==> src/rtl/core/complex_magnitude_sum_top_defines.svh <==
// Assertion macros shared by the complex magnitude sum block.
// Each macro expects a clock named clk and a reset named rst in scope.
`ifndef COMPLEX_MAGNITUDE_SUM_TOP_DEFINES_SVH
`define COMPLEX_MAGNITUDE_SUM_TOP_DEFINES_SVH

// The consequent holds in the same cycle as the antecedent.
`define CMS_ASSERT_SAME(label, ante, cons) \
  label: assert property (@(posedge clk) disable iff (rst) (ante) |-> (cons)) \
    else $error("assertion failed");

// The consequent holds in the cycle after the antecedent.
`define CMS_ASSERT_NEXT(label, ante, cons) \
  label: assert property (@(posedge clk) disable iff (rst) (ante) |=> (cons)) \
    else $error("assertion failed");

`endif

==> src/rtl/core/cms_pkg.sv <==
`timescale 1ns / 1ps
`default_nettype none

package cms_pkg;

  localparam int SAMPLE_W = 32;
  localparam int ROOT_W   = 32;
  localparam int RAD_W    = 64;
  localparam int REM_W    = 33;
  localparam int SHIFT_W  = 35;
  localparam int DIFF_W   = 36;
  localparam int SUM_W    = 64;

  // One request travelling down the square root chain.
  typedef struct packed {
    logic              valid;
    logic              last;
    logic [REM_W-1:0]  rem;
    logic [ROOT_W-1:0] root;
    logic [RAD_W-1:0]  rad;
  } cms_cell_t;

endpackage

`default_nettype wire

==> src/rtl/core/cms_sqrt_cell.sv <==
`timescale 1ns / 1ps
`default_nettype none

module cms_sqrt_cell
  import cms_pkg::*;
(
  input  logic      clk,
  input  logic      rst,
  input  logic      advance,
  input  cms_cell_t cell_in,
  output cms_cell_t cell_out
);

  logic [SHIFT_W-1:0] shifted;
  logic [DIFF_W-1:0]  diff;
  logic               take;
  cms_cell_t          cell_next;

  // One restoring square root step: bring down two radicand bits and try
  // subtracting 4*root + 1.
  always_comb begin
    shifted = {cell_in.rem, cell_in.rad[RAD_W-1 -: 2]};
    diff    = {1'b0, shifted} - {{(DIFF_W-ROOT_W-2){1'b0}}, cell_in.root, 2'b01};
    take    = ~diff[DIFF_W-1];
    cell_next.valid = cell_in.valid;
    cell_next.last  = cell_in.last;
    cell_next.rem   = take ? diff[REM_W-1:0] : shifted[REM_W-1:0];
    cell_next.root  = {cell_in.root[ROOT_W-2:0], take};
    cell_next.rad   = {cell_in.rad[RAD_W-3:0], 2'b00};
  end

  always_ff @(posedge clk) begin
    if (rst) begin
      cell_out.valid <= 1'b0;
    end else if (advance) begin
      cell_out <= cell_next;
    end
  end

endmodule

`default_nettype wire

==> config.mk <==
export PLATFORM = sky130hd
export DESIGN_NAME = cms_sqrt_cell
export DESIGN_NICKNAME = d
export VERILOG_FILES = /design/src/rtl/core/complex_magnitude_sum_top_defines.svh /design/src/rtl/core/cms_pkg.sv /design/src/rtl/core/cms_sqrt_cell.sv
export SDC_FILE = /design/constraint.sdc
export NUM_CORES = 1
export LEC_CHECK = 0
export BUFFER_PORTS_ARGS = -buffer_cell sky130_fd_sc_hd__buf_4
export CAP_MARGIN = 20
export CORE_MARGIN = 1
export CORE_UTILIZATION = 35
export DETAILED_ROUTE_END_ITERATION = 6
export HOLD_SLACK_MARGIN = 0.06
export PLACE_DENSITY = 0.58
export SYNTH_ARGS = -nofsm -noshare
export SYNTH_HDL_FRONTEND = slang
export SYNTH_SLANG_ARGS = --single-unit
==> constraint.sdc <==
create_clock -name clk -period 10.7 [get_ports clk]
set_input_delay 1.605 -clock clk [delete_from_list [all_inputs] [get_ports clk]]
set_output_delay 1.605 -clock clk [all_outputs]
set_load 0.03 [all_outputs]
After elaboration in Yosys (flattened, before gate mapping):

Index checks and enable logic that the tools add are counted.

* register bits: 129
* input port bits: 134
* output and inout bits: 131
* word-level logic and storage cells: 10

* add/subtract/negate cells: 1
* muxes and demuxes: 1
* bitwise operators: 2
* reduce and logical (&&, ||, !) cells: 1

Operators by type and width (count)
* $sub A35 B34 Y36: 1
* $mux W33: 1
* $not A1 Y1: 2
* $reduce_and A2 Y1: 1

Logic depth before layout (Yosys ltp):

* word-level depth: 2
* depth in mapped cells: 12
* depth with buffers taken out: 10

Least setup slack after synthesis:

OpenSTA, ideal clock, no wires.

* path type: in2reg
* start: input rst
* end: register cell_out[100] in the netlist's numbering (enable)
* library setup time: 634 ps
* data arrival time: 7286 ps
* required time: 10066 ps
* setup slack: 2780 ps
* stages: 1
* buffers on the path: 0
* path through: nor2b_1

* word-level cells in the longest chain between the ends: 2

RTL lines
* from (decl): line cms_sqrt_cell.sv:8 `input logic rst,`
* $not A1 Y1 (no line)
* $reduce_and A2 Y1 (no line)
* to (signal assigned): line cms_sqrt_cell.sv:36 `cell_out <= cell_next;`
* to (decl): line cms_sqrt_cell.sv:11 `output cms_cell_t cell_out`

No other way between the ends.
A chain may end at the register's enable or synchronous reset.

==> metrics.cfg <==
[timing]
whs_ns=0.507
rsz0062_at_grt=no
fin_crit_ns=4.54
skew_ns=0
max_slew_margin_pct=33.3
drv_slew=0
max_freq_ghz=0.220
worst-slew-pin-transition_ns=1.00
hold_viol_final=0
fin_setup_tns_ns=0
period_share_pct=42.4
finalWorstSetupSlack_ns=6.16
setup_viol=0

[routing]
ant_nets=0
num_vias=4711
dr.pass1.iters=5
post_drt_wl_per_cell_um=17.1
dr.first_iter.drc_count=253
viasPerCell=4.81
drt_wl_total_um=16700
drc=0

[critical_path]
reg2reg_to=cell_out[130]$_SDFFE_PP0P_
crit_required_ns=10.86
critical_path.endpoint=cell_out[100]$_DFFE_PP_
critPathKind=in2reg
arrival_ns=4.70
ff2ff_setup_slack_ns=10.12
end_kind=flip-flop
start_kind=input port
timing.rr.start=cell_out[130]$_SDFFE_PP0P_
cp_max_fo=25
setup.worst_path.start=cell_in[64]
reg2reg_depth=2

[die]
die-area_mm2=0.0187
start_util_pct=36.3
die_width_um=137
core_area_mm2=0.0175
boundaryPins=265
num_rows=48
die_y_um=137

[pwr]
peakVddDrop_uv=114
pwr_density_cell_mw_per_mm2=171
p_leak_nw=4.00
p_seq_share_pct=39.5
clkPwrFrac_pct=37.6
p_int_w=0.00112
p_comb_share_pct=22.9
switchingPower_w=0.000445
switching_share_pct=28.5

[logic_synthesis]
ys_types=54
ys_dominant_reg_cell=edfxtp_1
syn_area_per_cell_um2=13.5
synth_seq_cells=129
syn_inst=470
synthTopCellsByArea=edfxtp_1 60%, ha_1 6.5%, mux2_4 6.4%, inv_1 2.5%, xnor2_1 2.5%
synth_warnings=0
synth_top_cell_by_area=edfxtp_1
synth-seq-area-share_pct=60.7
synthArstFlopShare_pct=0
synth_edf_count=128
netlist.area_leader.share_pct=60.4
synth_area_mm2=0.00636

[cells_and_area]
drive_gt1_share_pct=44.4
synthToLayoutAreaGrowth_pct=43.8
regArea_mm2=0.00386
regMostFlops=cell_out
final_nets=909
multiInputGateArea_mm2=0.00226
fill_cells=1588
largest_register_ffs=129
largestRegisters=cell_out x129
diodes=0

[cts]
cts-root-buf=clkbuf_16
cts_max_level=4
clockBufferDepth=2
cts_tree=built
post_cts_resized=0
clk_latency_ns=0.41
clkTransAtPathRegs_ns=0.06
cts_sinks=129
postCtsSetupBuffers=0
cts_hold_buf=0
cts_made_buffers=17

[hold_path]
hold_class=reg2reg

[grt]
antenna_found_initial=0
grt_pass1_wl_um=24700
grt.total_usage_pct=17.5
overflow=0
grt_max_degree=77
first_global_vias=4700

[placement]
place_ws_ns=5.70
io_buffers=262
gp_congestion=0.806
hpwl_um=13100

[flow_run]
maxCapViolations=0

[outcome]
outcome=completed

[layout by cell type, fill, tap and decap left out, types with 4 or more instances in the layout]
| cell | instances |
|---|---|
| mux2_4 | 27 |
| a21o_1 | 10 |
| inv_1 | 42 |
| mux2_2 | 4 |
| a211o_1 | 4 |
| nand4_1 | 6 |
| inv_6 | 6 |
| o211ai_1 | 5 |
| nor2_1 | 17 |
| nor3_1 | 8 |
| nand2_1 | 28 |
| nand2b_1 | 7 |
| ha_1 | 33 |
| xnor2_1 | 18 |
| nand3_1 | 7 |
| buf_4 | 265 |
| o21ai_0 | 19 |
| edfxtp_1 | 128 |
| clkbuf_16 | 17 |
| a31oi_1 | 4 |
| a21oi_1 | 30 |
| xor2_1 | 13 |
[stage by stage]
step	power [W]	instances	util (%)	instance area, um^2
after floorplan	0.000862	471	-	6360
after global placement	0.000986	948	48.8	8550
after detailed placement	0.000989	948	48.8	8550
after CTS	0.00158	980	52.2	9150
after global routing	0.00163	980	52.2	9150
final	0.00156	980	52.2	9150
[cell families (layout without fill, tap and decap cells)]
family,after synthesis,after routing,synth area share (%)
other,1,2,0.0590
AOI/OAI and AO/OA,100,100,10.4
xor gates and xnor gates,31,31,4.27
DFF,129,129,60.7
buffers and inverters,55,339,3.89
adders and majority gates,33,33,6.49
and+or+nand+nor,88,88,6.73
muxes,33,33,7.40
[final cells by class]
type	count	area share, %
Multi-Input combinational cell	287	24.7
Clock inverter	15	1.87
Inverter	42	1.72
Clock buffer	17	4.65
Tap cell	225	3.08
Sequential cell	129	42.2
Timing Repair Buffer	265	21.7
[how the worst min path moves through the flow]
| stage | startpoint | end | slack [ns] | cells after the start |
|---|---|---|---|---|
| 6_report | cell_out[130]$_SDFFE_PP0P_ | cell_out[130]$_SDFFE_PP0P_ | 0.51 | 2 |
| 5_1_grt | cell_out[130]$_SDFFE_PP0P_ | cell_out[130]$_SDFFE_PP0P_ | 0.57 | 2 |
| 4_1_cts | cell_out[130]$_SDFFE_PP0P_ | cell_out[130]$_SDFFE_PP0P_ | 0.51 | 2 |
| 3_5_place_dp | cell_out[130]$_SDFFE_PP0P_ | cell_out[130]$_SDFFE_PP0P_ | 0.50 | 2 |
| 3_3_place_gp | cell_out[130]$_SDFFE_PP0P_ | cell_out[130]$_SDFFE_PP0P_ | 0.48 | 2 |
| 2_1_floorplan | cell_out[130]$_SDFFE_PP0P_ | cell_out[130]$_SDFFE_PP0P_ | 0.63 | 2 |
[synthesized netlist by cell type, types with 3 or more instances]
cell type	instances
o21a_1	3
xor2_1	13
nand2b_1	7
and3_1	3
o21ai_0	19
nor2_1	17
a211o_1	4
o311ai_0	3
nand2_1	28
mux2_4	27
ha_1	33
nand3_1	7
xnor2_1	18
nor3_1	8
buf_6	3
o211ai_1	5
nor2b_1	4
inv_1	42
a31oi_1	4
nand4_1	6
buf_4	4
a21oi_1	30
mux2_2	4
buf_2	3
edfxtp_1	128
o21bai_1	3
clkbuf_1	3
a21o_1	10
[routing by layer]
metal | track usage [%] | wire length (um) | vias up
li1 | - | - | 2294
met1 | 20.7 | 6780 | 2206
met2 | 29.9 | 8060 | 194
met3 | 6.04 | 1730 | 17
met4 | 5.56 | 181 | 0
met5 | 0 | 0 | -
[worst max-delay path, cell delays in order]
cell	delay [ns]
buf_4	0.08
inv_1	0.04
ha_1	0.34
o211ai_1	0.21
o21ai_2	0.12
o21ai_1	0.23
a211o_1	0.23
a21oi_2	0.08
o311a_2	0.45
a21oi_4	0.40
buf_4	0.51
mux2_2	0.40
[power by group through the flow]
stage / clock, W / sequential (W) / combinational [W]
after floorplan: 0 / 0.000711 / 0.000151
after detailed placement: 0 / 0.000628 / 0.000361
final: 0.000587 / 0.000618 / 0.000358
after global placement: 0 / 0.000628 / 0.000358
after global routing: 0.000623 / 0.000621 / 0.000385
after CTS: 0.000602 / 0.000618 / 0.000362
No activity file was read; power rests on OpenSTA's default activity.
