--- config.mk ---
export PLATFORM = sky130hd
export DESIGN_NAME = cms_front
export DESIGN_NICKNAME = d
export VERILOG_FILES = /design/src/rtl/core/complex_magnitude_sum_top_defines.svh /design/src/rtl/core/cms_pkg.sv /design/src/rtl/core/cms_front.sv
export SDC_FILE = /design/constraint.sdc
export NUM_CORES = 2
export LEC_CHECK = 0
export BUFFER_PORTS_ARGS = -buffer_cell sky130_fd_sc_hd__buf_4
export CAP_MARGIN = 20
export CORE_MARGIN = 2
export CORE_UTILIZATION = 60
export DETAILED_ROUTE_END_ITERATION = 10
export PLACE_DENSITY_LB_ADDON = 0.05
export REMOVE_ABC_BUFFERS = 1
export SLEW_MARGIN = 20
export SYNTH_ARGS = -nofsm -noshare
export SYNTH_HDL_FRONTEND = slang
export SYNTH_SLANG_ARGS = --single-unit
--- constraint.sdc ---
create_clock -name clk -period 11.3 [get_ports clk]
set_clock_uncertainty 0.05 [all_clocks]
set_input_delay 1.695 -clock clk [delete_from_list [all_inputs] [get_ports clk]]
set_output_delay 1.695 -clock clk [all_outputs]
set_load 0.005 [all_outputs]
--- src/rtl/core/complex_magnitude_sum_top_defines.svh ---
// Assertion macros shared by the complex magnitude sum block.
// Each macro expects a clock named clk and a reset named rst in scope.
`ifndef COMPLEX_MAGNITUDE_SUM_TOP_DEFINES_SVH
`define COMPLEX_MAGNITUDE_SUM_TOP_DEFINES_SVH

// The consequent holds in the same cycle as the antecedent.
`define CMS_ASSERT_SAME(label, ante, cons) \
  label: assert property (@(posedge clk) disable iff (rst) (ante) |-> (cons)) \
    else $error("assertion failed");

// The consequent holds in the cycle after the antecedent.
`define CMS_ASSERT_NEXT(label, ante, cons) \
  label: assert property (@(posedge clk) disable iff (rst) (ante) |=> (cons)) \
    else $error("assertion failed");

`endif

--- src/rtl/core/cms_pkg.sv ---
`timescale 1ns / 1ps
`default_nettype none

package cms_pkg;

  localparam int SAMPLE_W = 32;
  localparam int ROOT_W   = 32;
  localparam int RAD_W    = 64;
  localparam int REM_W    = 33;
  localparam int SHIFT_W  = 35;
  localparam int DIFF_W   = 36;
  localparam int SUM_W    = 64;

  // One request travelling down the square root chain.
  typedef struct packed {
    logic              valid;
    logic              last;
    logic [REM_W-1:0]  rem;
    logic [ROOT_W-1:0] root;
    logic [RAD_W-1:0]  rad;
  } cms_cell_t;

endpackage

`default_nettype wire

--- src/rtl/core/cms_front.sv ---
`timescale 1ns / 1ps
`default_nettype none

module cms_front
  import cms_pkg::*;
(
  input  logic                       clk,
  input  logic                       rst,
  input  logic                       advance,
  input  logic                       sample_valid,
  input  logic signed [SAMPLE_W-1:0] real_part,
  input  logic signed [SAMPLE_W-1:0] imag_part,
  input  logic                       last_element,
  output cms_cell_t                  head
);

  logic                  abs_valid;
  logic                  abs_last;
  logic [SAMPLE_W-1:0]   abs_re;
  logic [SAMPLE_W-1:0]   abs_im;
  logic                  sq_valid;
  logic                  sq_last;
  logic [2*SAMPLE_W-1:0] sq_re;
  logic [2*SAMPLE_W-1:0] sq_im;
  logic                  en_valid;
  logic                  en_last;
  logic [RAD_W-1:0]      energy;

  always_ff @(posedge clk) begin
    if (rst) begin
      abs_valid <= 1'b0;
      sq_valid  <= 1'b0;
      en_valid  <= 1'b0;
    end else if (advance) begin
      abs_valid <= sample_valid;
      sq_valid  <= abs_valid;
      en_valid  <= sq_valid;
    end
  end

  // The magnitude of the most negative part, 2^31, still fits as unsigned.
  always_ff @(posedge clk) begin
    if (advance) begin
      abs_last <= last_element;
      abs_re   <= real_part[SAMPLE_W-1] ? (~real_part + 1'b1) : real_part;
      abs_im   <= imag_part[SAMPLE_W-1] ? (~imag_part + 1'b1) : imag_part;
      sq_last  <= abs_last;
      sq_re    <= {{SAMPLE_W{1'b0}}, abs_re} * {{SAMPLE_W{1'b0}}, abs_re};
      sq_im    <= {{SAMPLE_W{1'b0}}, abs_im} * {{SAMPLE_W{1'b0}}, abs_im};
      en_last  <= sq_last;
      energy   <= sq_re + sq_im;
    end
  end

  assign head.valid = en_valid;
  assign head.last  = en_last;
  assign head.rem   = '0;
  assign head.root  = '0;
  assign head.rad   = energy;

endmodule

`default_nettype wire

# Word-level counts from Yosys, hierarchy flattened
# Cells that the tools add are included.
[totals] register_bits=262 in_bits=69 elab_cells=22
[op_classes] n_bitwise=2 n_addsub=3 multipliers=2 muxes=2
[ops] cell="32-bit by 32-bit multiplier with 64-bit output" n=2
[ops] cell="32-bit by 1-bit adder with 32-bit output, second input constant" n=2
[ops] cell="64-bit adder" n=1
[ops] cell="32-bit inverter" n=2
[ops] cell="31-bit 2-to-1 mux" n=2

# Logic depth before layout (Yosys ltp)
[depth] word_depth=3 mapped_depth=30

# Least setup slack after synthesis
# No wires, ideal clock.
[synth_timing] path_kind="reg-to-reg" startpoint="register abs_re[13]" endpoint="register sq_re[60], data pin" slack_ns=3.157 arrival_time_ns=7.828 period_less_slack_ns=8.143 required_time_ns=10.985 n_path_buf=3 stages_incl_launch_ff=25 cell_sequence="edfxtp_1 -> clkbuf_1 -> clkbuf_1 -> and2_1 -> fa_1 -> fa_1 -> inv_1 -> fa_1 -> fa_1 -> fa_1 -> inv_1 -> fa_1 -> fa_1 -> fa_1 -> ha_1 -> clkbuf_1 -> nand4_1 -> or4_1 -> a211oi_1 -> o31ai_1 -> a31o_2 -> o21ai_1 -> a21oi_1 -> o2111a_1 -> or3_1"
[synth_via] elab_chain_cells=1
[synth_rtl] element="from (decl)" line="cms_front.sv:19" rtl="logic [SAMPLE_W-1:0] abs_re;"
[synth_rtl] element="from (signal assigned)" line="cms_front.sv:45" rtl="abs_re <= real_part[SAMPLE_W-1] ? (~real_part + 1'b1) : real_part;"
[synth_rtl] element="32-bit by 32-bit multiplier with 64-bit output" line="cms_front.sv:48" rtl="sq_re <= {{SAMPLE_W{1'b0}}, abs_re} * {{SAMPLE_W{1'b0}}, abs_re};"
[synth_rtl] element="to (signal assigned)" line="cms_front.sv:48"
[synth_rtl] element="to (decl)" line="cms_front.sv:23" rtl="logic [2*SAMPLE_W-1:0] sq_re;"
# Every way passes these cells.
# A chain may end at the register's enable or synchronous reset.

# Worst setup path after layout
[layout_timing] startpoint="register abs_im[16]" endpoint="register sq_im[62], data pin"
[layout_via] elab_chain_cells=1
[layout_rtl] element="from (decl)" line="cms_front.sv:20" rtl="logic [SAMPLE_W-1:0] abs_im;"
[layout_rtl] element="from (signal assigned)" line="cms_front.sv:46" rtl="abs_im <= imag_part[SAMPLE_W-1] ? (~imag_part + 1'b1) : imag_part;"
[layout_rtl] element="32-bit by 32-bit multiplier with 64-bit output" line="cms_front.sv:49" rtl="sq_im <= {{SAMPLE_W{1'b0}}, abs_im} * {{SAMPLE_W{1'b0}}, abs_im};"
[layout_rtl] element="to (signal assigned)" line="cms_front.sv:49"
[layout_rtl] element="to (decl)" line="cms_front.sv:24" rtl="logic [2*SAMPLE_W-1:0] sq_im;"
# Every way passes these cells.

==> flow_metrics.env <==
export IMPL_cts_sinks=260
export IMPL_async_flop_share_pct=0
export IMPL_yosys_most_used_dff="edfxtp_1"
export IMPL_hold_buffers=0
export IMPL_yosys_warnings=0
export IMPL_grt_pass1_vias=54200
export IMPL_drcViolationCount=0
export IMPL_fp_dieArea_um2=123000
export IMPL_min_period_ps=9490
export IMPL_critPathMaxStageDelay_ps=760
export IMPL_start_util_pct=60.3
export IMPL_synth_top_area_cell="fa_1"
export IMPL_final_common_cell="inv_1"
export IMPL_worst_slew_pin_slew_ps=1160
export IMPL_wl_per_cell_um=20.1
export IMPL_end_kind="flop"
export IMPL_drt_iter0_markers=2997
export IMPL_postRouteAntennaNets=0
export IMPL_die_h_um=350
export IMPL_ys_seq_area_share_pct=10.8
export IMPL_critPathLaunchType="flop"
export IMPL_hold_viol=0
export IMPL_path_max_fanout=10
export IMPL_syn_area_um2=72000
export IMPL_synth_edf_count=257
export IMPL_cts_resized=0
export IMPL_slowest_stage="edfxtp_1"
export IMPL_layout_drive_gt1_share_pct=4.35
export IMPL_areaGrowthSynthToFinish_pct=4.79
export IMPL_max_freq_mhz=105
export IMPL_r2r_slack_ps=1810
export IMPL_crit_family="adder cells"
export IMPL_numCtsBuffers=35
export IMPL_routed_wl_um=181000
export IMPL_crit_type="reg -> reg"
export IMPL_rsz0062_at_grt="false"
export IMPL_final_cell_mix="1960 x inv_1, 1585 x fa_1, 659 x ha_1, 624 x nand2_1, 488 x and2_1"
export IMPL_clk_path_buf_depth=3
export IMPL_track_usage_pct=31.1
export IMPL_setup_violations=0
export IMPL_synth_top_area_share_pct=44.1
export IMPL_worst_r2r_cell_count=24
export IMPL_rows=127
export IMPL_critPathArrivalTime_ps=9790
export IMPL_core_um2=119000
export IMPL_firstDrtPassIters=6
export IMPL_grt_remaining_overflow=0
export IMPL_antenna_found_initial=4
export IMPL_min_period_over_period_pct=84.0
export IMPL_synth_seq_cells=260
export IMPL_io_buffers=134
export IMPL_avgSynthCellArea_um2=9.70
export IMPL_dr_total_vias=49400
export IMPL_required_ps=11590
export IMPL_grt_max_degree=153
export IMPL_crit_chain="clkinv_1 -> nor2_1 -> fa_1 -> fa_1 -> fa_1 -> inv_1 -> fa_1 -> inv_1 -> fa_1 -> fa_1 -> fa_1 -> fa_1 -> ha_1 -> nand4_1 -> nor2_1 -> a32oi_1 -> a221oi_1 -> a211oi_1 -> a2111oi_0 -> buf_4 -> o221ai_1 -> o41ai_1 -> a41oi_1 -> xnor2_1"
export IMPL_ys_types=77
export IMPL_grt_pass1_wl_um=293000
export IMPL_post_cts_buffers=0
export IMPL_drv_cap=0
export IMPL_place_congestion=0.912
export IMPL_max_slew_margin_pct=21.4
export IMPL_die_w_um=350
export IMPL_clk_latency_ps=640
export IMPL_drv_slew=0
export IMPL_dp_hpwl_um=152000
export IMPL_netlist_instances=7421
export IMPL_fin_setup_tns_ps=0
export IMPL_path_buf_inv=4
export IMPL_hold_depth=0
export IMPL_cts_htree_levels=2
export IMPL_ioPinCount=200
export IMPL_hold_class="reg -> reg"
export IMPL_fillCellCount=10200
export IMPL_crit_top_cell="fa_1"
export IMPL_vias_per_cell=5.47
export IMPL_status="finished clean"
export IMPL_clk_pin_slew_ps=60
export IMPL_cts_tree="built"
export IMPL_nets=9700
export IMPL_cts_root_buf="clkbuf_16"
export IMPL_cp_depth=24
export IMPL_netlist_top_cells_area="fa_1 44%, ha_1 11%, edfxtp_1 11%"
## synthesized netlist by cell type, drive strengths merged, types with 24 or more instances
cell type and count:
a21o 127, a21oi 215, a31o 24, a31oi 31, and2 489, buf 72, clkbuf 285, edfxtp 257
fa 1585, ha 659, inv 1960, nand2 624, nand3 40, nand4 55, nor2 153, nor2b 38
nor3 33, o21ai 122, o21bai 48, o31ai 30, xnor2 180, xor2 134
## worst reg2reg max path: stages, from the launching register on
cell and delay (ps):
edfxtp_1 760, clkinv_1 550, nor2_1 360, fa_1 480, fa_1 500, fa_1 520
inv_1 70, fa_1 480, inv_1 50, fa_1 490, fa_1 460, fa_1 570
fa_1 440, ha_1 470, nand4_1 250, nor2_1 140, a32oi_1 100, a221oi_1 470
a211oi_1 140, a2111oi_0 410, buf_4 210, o221ai_1 240, o41ai_1 610, a41oi_1 220
xnor2_1 180
## state kept, by name, indices dropped and copies added, names as in the netlist
name	count
en_last	1
energy	64
abs_valid	1
sq_valid	1
abs_last	1
abs_im	32
abs_re	32
sq_last	1
sq_re	63
en_valid	1
sq_im	63
## metal layers
layer / vias to the layer above / routed length, um / global-route usage (%)
met3: 298 / 11400 / 4.01
li1: 22200 / - / -
met2: 1424 / 89500 / 52.9
met5: - / 0 / 0
met1: 25400 / 74900 / 42.1
met4: 0 / 5540 / 9.00
## final cells by class
type	count	area [um2]	share of cell area (%)
Antenna cell	3	7.51	0.00995
Timing Repair Buffer	222	1710	2.26
Multi-Input combinational cell	4907	55500	73.6
Clock inverter	17	139	0.184
Sequential cell	260	7780	10.3
Inverter	1961	7360	9.76
Tap cell	1612	2020	2.67
Clock buffer	43	927	1.23
## final timing paths
kind                   start        end
setup / recovery  abs_im[16]  sq_im[62]
hold / removal       sq_last    en_last
setup reg to reg  abs_im[16]  sq_im[62]
hold reg to reg      sq_last    en_last
## stage by stage
stage	utilization (%)	cells	setup WS, ps	cell area [um2]	hold WS [ps]
6_report	63.1	9025	1810	75400	376
5_1_grt	63.1	9022	1290	75400	390
4_1_cts	63.1	9022	1840	75400	384
3_5_place_dp	62.2	8962	1890	74400	371
3_3_place_gp	62.2	8961	2130	74400	368
2_1_floorplan	-	7128	3210	70700	350
## kinds of logic (layout without fill, tap and decap cells)
logic type,after synthesis,in the layout,share of synthesized area [%]
mux,10,10,0.142
xor+xnor,314,314,3.82
buf+inv,2318,2243,12.4
flops,260,260,10.8
compound gates,729,729,6.56
other cells,1,68,0.00521
simple gates,1545,1545,10.7
fa+ha+maj,2244,2244,55.5
Power is not shown: default switching activity piles up to over one toggle a cycle in this logic, so the estimate is an artifact.
